==> src/sv/apam_ram.sv <==
// ============================================================================
// Generic single-port-write, single-port-read RAM
// One write and one registered read per cycle; contents have no reset.
// ============================================================================
module apam_ram #(
    parameter int WIDTH = 8,
    parameter int DEPTH = 16
) (
    input  logic                                      i_clk,
    input  logic                                      i_we,
    input  logic [((DEPTH > 1) ? $clog2(DEPTH) : 1)-1:0] i_waddr,
    input  logic [WIDTH-1:0]                          i_wdata,
    input  logic                                      i_re,
    input  logic [((DEPTH > 1) ? $clog2(DEPTH) : 1)-1:0] i_raddr,
    output logic [WIDTH-1:0]                          o_rdata
);

    logic [WIDTH-1:0] r_mem [DEPTH];
    logic [WIDTH-1:0] r_rdata;

    always_ff @(posedge i_clk) begin
        if (i_we) begin
            r_mem[i_waddr] <= i_wdata;
        end
        if (i_re) begin
            r_rdata <= r_mem[i_raddr];
        end
    end

    assign o_rdata = r_rdata;

endmodule

==> config.mk <==
export PLATFORM = sky130hd
export DESIGN_NAME = apam_ram
export DESIGN_NICKNAME = d
export VERILOG_FILES = /design/src/sv/apam_ram.sv
export SDC_FILE = /design/constraint.sdc
export NUM_CORES = 1
export LEC_CHECK = 0
export BUFFER_PORTS_ARGS = -buffer_cell sky130_fd_sc_hd__buf_2
export CORE_ASPECT_RATIO = 1.1
export CORE_MARGIN = 2
export CORE_UTILIZATION = 54
export CTS_CLUSTER_SIZE = 16
export DETAILED_ROUTE_END_ITERATION = 16
export GPL_ROUTABILITY_DRIVEN = 0
export PLACE_DENSITY = 0.74
export SLEW_MARGIN = 20
export SYNTH_ARGS = -nofsm -noshare
export SYNTH_HDL_FRONTEND = slang
export SYNTH_SLANG_ARGS = --single-unit
==> constraint.sdc <==
create_clock -name i_clk -period 1.6 [get_ports i_clk]
set_input_delay 0.08 -clock i_clk [delete_from_list [all_inputs] [get_ports i_clk]]
set_output_delay 0.08 -clock i_clk [all_outputs]
set_load 0.02 [all_outputs]
# Yosys cells after proc, flatten, opt, wreduce, memory -nomap -nowiden
# Memory sizes are Yosys's and may differ from the RTL's. A register that Yosys moved wholly into a read port is not among the register bits.
# Cells that the tools add are included.
word_totals:
  romBits: 0
  n_memories: 1
  ff_bits: 0
  latchBits: 0
  in_bits: 19
  ram_bits: 128
classes:
  n_addsub: 0
  eq_ne: 0
  n_div: 0
  reduce_logical: 0
  multipliers: 0
  n_bitwise: 0
  n_mux: 2
  shifts: 0
  order_cmp: 0
mem_list:
  columns: ["memory", "words", "width", "read_ports", "rd_clocked_by_memory_dff", "wr", "line", "rtl"]
  rows:
  - ["r_mem", 16, 8, 1, 1, 1, "18", "logic [WIDTH-1:0] r_mem [DEPTH];"]
ops:
  columns: ["cell", "n"]
  rows:
  - ["$mux 1", 2]

# Depth between registers and ports, before layout
depth:
  word_depth: 2
  ltp_mapped: 5
  ltp_nobuf: 3

# Least setup slack after synthesis
# OpenSTA, ideal clock, no wires.
synth_timing:
  path_kind: "input to register"
  startpoint: "input port i_waddr[2] (netlist bit)"
  endpoint: "memory r_mem[0][0] (enable)"
  setup_time_ns: 0.383
  path_buffers: 0
  required_time_ns: 1.217
  stages: 2
  t_arrival_ns: 1.190
  slack_ns: 0.027
  path_cell_list: "or3b_2 > nor3_1"
synth_lines:
  columns: ["item", "line", "rtl"]
  rows:
  - ["start, declared", "11", "input logic [((DEPTH > 1) ? $clog2(DEPTH) : 1)-1:0] i_waddr,"]
  - ["end, declared", "18", null]
# Straight into the memory's write port.

==> tab_implementation.tex <==
\begin{tabular}{lr}
\hline
Metric & Value \\
\hline
\multicolumn{2}{l}{\textbf{Logic synthesis}} \\
Synth warnings & 0 \\
Synthesized instance count & 229 \\
Sequential element share of the synthesized area & 78.1\% \\
Post-synth net total & 248 \\
Synth cell types & 18 \\
Share of the synthesized area in the top cell type & 78.1\% \\
Number of register bits inferred by synthesis & 136 \\
Cell taking the most area after synthesis & sky130\_fd\_sc\_hd\_\_edfxtp\_1 \\
Area contributors post-synth & sky130\_fd\_sc\_hd\_\_edfxtp\_1, sky130\_fd\_sc\_hd\_\_mux4\_2, sky130\_fd\_sc\_hd\_\_mux4\_1, sky130\_fd\_sc\_hd\_\_a22oi\_1, sky130\_fd\_sc\_hd\_\_nor2\_1 \\
Mean post-synth cell area & 22.8 sq um \\
Summed instance area of the synthesized netlist & 5230 sq um \\
\multicolumn{2}{l}{\textbf{Route}} \\
Via count of the routed design & 2,571 \\
Average wire length per cell after detail routing & 23.9 um \\
Number of remaining DRC errors & 0 \\
Vias per cell & 5.98 \\
Number of DRC markers in iteration 0 & 232 \\
Count of TritonRoute iterations in the first routing pass & 4 \\
Number of antenna-violating nets in the routed design & 0 \\
Routed wire length & 10.3 mm \\
\multicolumn{2}{l}{\textbf{CTS}} \\
Sink count of the clock tree & 136 \\
Clock buffer count from CTS & 17 \\
Post-CTS Setup Repair Bufs & 0 \\
H-Tree Depth & 4 \\
Post-cts gate resize count & 0 \\
Clk slew on worst S/H paths & 0.06 ns \\
CTS tree & built \\
Maximum buffer depth of the clock tree & 2 \\
Clk\_lat worst skew & 0.52 ns \\
Clk Tree Root Cell & sky130\_fd\_sc\_hd\_\_clkbuf\_8 \\
Number of buffers added to fix hold violations after cts & 9 \\
\multicolumn{2}{l}{\textbf{STA}} \\
Transition time of the tightest slew-check pin & 0.452 ns \\
Number of pins exceeding their max-slew limit in the final report & 0 \\
Setup total negative slack & 0 ns \\
Setup-failing EPs final & 0 \\
Number of endpoints with negative hold slack in the final report & 0 \\
Max-slew headroom at the worst pin & 69.9\% \\
RSZ-0062 raised after global routing & false \\
Maximum clock rate & 655 MHz \\
Final worst hold slack & 0.125 ns \\
Minimum clock period after layout & 1.53 ns \\
Clock Skew & 0.00830 ns \\
Portion of the clock cycle consumed by the worst path in the final layout & 95.5\% \\
\multicolumn{2}{l}{\textbf{Die}} \\
Cell row count & 37 \\
Total die area & 10,500 sq um \\
Total I/O pin count & 27 \\
Starting Density & 55.6\% \\
Die boundary width & 97.8 um \\
Area of the core & 9400 sq um \\
Die boundary height & 107 um \\
\multicolumn{2}{l}{\textbf{Global route}} \\
Number of global-route vias before repair & 2,589 \\
Antenna violations before repair & 0 \\
GR Overflow Total & 0 \\
Overall global routing resource usage & 21.1\% \\
Met2 global-route usage & 33.2\% \\
Met1 track demand over resource in global routing & 29.2\% \\
Highest-utilization routing layer at the global route stage & met2 \\
Maximum number of pins on one net before global-route repair & 22 \\
Met3 capacity usage during global routing & 4.95\% \\
Global-route wire length before repair & 15.4 mm \\
\multicolumn{2}{l}{\textbf{Finish}} \\
Filler Cell Count & 583 \\
Synthesis-to-finish area growth & 20.9\% \\
Commonest non-fill, non-tap cell in the layout & sky130\_fd\_sc\_hd\_\_edfxtp\_1 \\
Utilization of the core after routing & 67.2\% \\
Final \#Nets & 319 \\
Layout cell share with drive strength beyond 1 & 31.6\% \\
Count of antenna diodes in the layout & 0 \\
Most frequent cells in the layout & sky130\_fd\_sc\_hd\_\_edfxtp\_1, sky130\_fd\_sc\_hd\_\_buf\_2, sky130\_fd\_sc\_hd\_\_buf\_4 \\
\multicolumn{2}{l}{\textbf{Pwr}} \\
Highest ir drop seen on vdd & 983 uV \\
Cell leakage power & 2.19 nW \\
Power density over the cells & 1290 nW/um\^{}2 \\
\multicolumn{2}{l}{\textbf{Critical path}} \\
Arrival time of the worst setup path & 1.79 ns \\
Worst-path cell chain & mux4\_1 -> a22oi\_1 -> nand2\_1 \\
CP Launch Type & flop \\
Critical Path End Type & flop \\
Cell type of the slowest stage on the worst timing path & sky130\_fd\_sc\_hd\_\_mux4\_1 \\
Largest fanout on the critical path & 1 \\
Critical path type & reg -> reg \\
Delay of the slowest cell on the worst path & 0.55 ns \\
Cell family contributing the most delay on the critical path & multiplexers \\
Critical path buffers and inverters & 0 \\
Critical path data required time & 1.87 ns \\
\multicolumn{2}{l}{\textbf{Min path}} \\
Class of the most critical hold timing path & in -> reg \\
\multicolumn{2}{l}{\textbf{Placed design}} \\
DPL Wire Length & 6.27 mm \\
IO buf count & 26 \\
\multicolumn{2}{l}{\textbf{Run status}} \\
Run status & complete, no violations \\
\multicolumn{2}{l}{\textbf{Run}} \\
Number of max-capacitance violations reported & 0 \\
\hline
\end{tabular}
## where the power goes
part | switching (mW) | internal, mW
registers | 0.0208 | 4.02
logic | 0.231 | 0.186
clock network | 1.34 | 2.34
## cell type report
cell class              count  area (sq um)  share of cell area [%]
flip-flops and latches    136          4080                    64.6
well taps                 117           146                    2.32
multi-input cells          83          1060                    16.7
repair buffers             62           473                    7.49
clock buffers              20           425                    6.73
clock inverters            12           133                    2.10
## flip-flops by register name, indices dropped and copies added, names as in the netlist
name and count:
r_mem 128, o_rdata 8
## worst register-to-register path, stage by stage, from the launching register on
cell,delay (ns)
sky130_fd_sc_hd__edfxtp_1,0.39
sky130_fd_sc_hd__mux4_1,0.55
sky130_fd_sc_hd__a22oi_1,0.26
sky130_fd_sc_hd__nand2_1,0.08
## worst paths after layout
kind / startpoint / to / slack, ns / depth (start not counted)
worst max register to register: r_mem[1][5] / o_rdata[5] / 0.07 / 3
worst min-delay path: i_waddr[0] / r_mem[0][5] / 0.13 / 3
worst min register to register: r_mem[12][5] / o_rdata[5] / 0.76 / 3
worst max-delay path: r_mem[1][5] / o_rdata[5] / 0.07 / 3
## through the flow
stage / worst slack (ns) / power (mW) / cells / cell area, sq um
after floorplan: 0.0271 / 4.33 / 229 / 5230
after global placement: -0.0133 / 4.50 / 389 / 5670
after detailed placement: -0.0109 / 4.51 / 389 / 5670
after CTS: 0.0781 / 8.17 / 430 / 6320
after global routing: 0.00276 / 8.36 / 430 / 6320
final: 0.0723 / 8.13 / 430 / 6320
## kinds of logic after synthesis
family / after synthesis / share of synthesized area, %
muxes: 32 / 14.8
buffers and inverters: 10 / 1.65
and+or+nand+nor: 35 / 3.14
DFF: 136 / 78.1
AOI/OAI and AO/OA: 16 / 2.30
## cells in the mapped netlist
cell	instances
sky130_fd_sc_hd__buf_4	1
sky130_fd_sc_hd__nand2b_1	2
sky130_fd_sc_hd__nand3_1	1
sky130_fd_sc_hd__and2_1	1
sky130_fd_sc_hd__nand3b_1	2
sky130_fd_sc_hd__edfxtp_1	136
sky130_fd_sc_hd__or3b_2	1
sky130_fd_sc_hd__clkdlybuf4s25_2	3
sky130_fd_sc_hd__nor2_1	13
sky130_fd_sc_hd__mux4_1	14
sky130_fd_sc_hd__buf_2	3
sky130_fd_sc_hd__nor2b_1	1
sky130_fd_sc_hd__buf_6	3
sky130_fd_sc_hd__mux4_2	18
sky130_fd_sc_hd__and2b_1	1
sky130_fd_sc_hd__nor3_1	4
sky130_fd_sc_hd__nand2_1	9
sky130_fd_sc_hd__a22oi_1	16
## metal layers
metal / vias to the layer above / routed length [um]
met3: 13 / 554
met2: 89 / 5150
met4: 0 / 123
met5: - / 0
met1: 1345 / 4450
li1: 1124 / -
No activity file was read; power rests on OpenSTA's default activity.
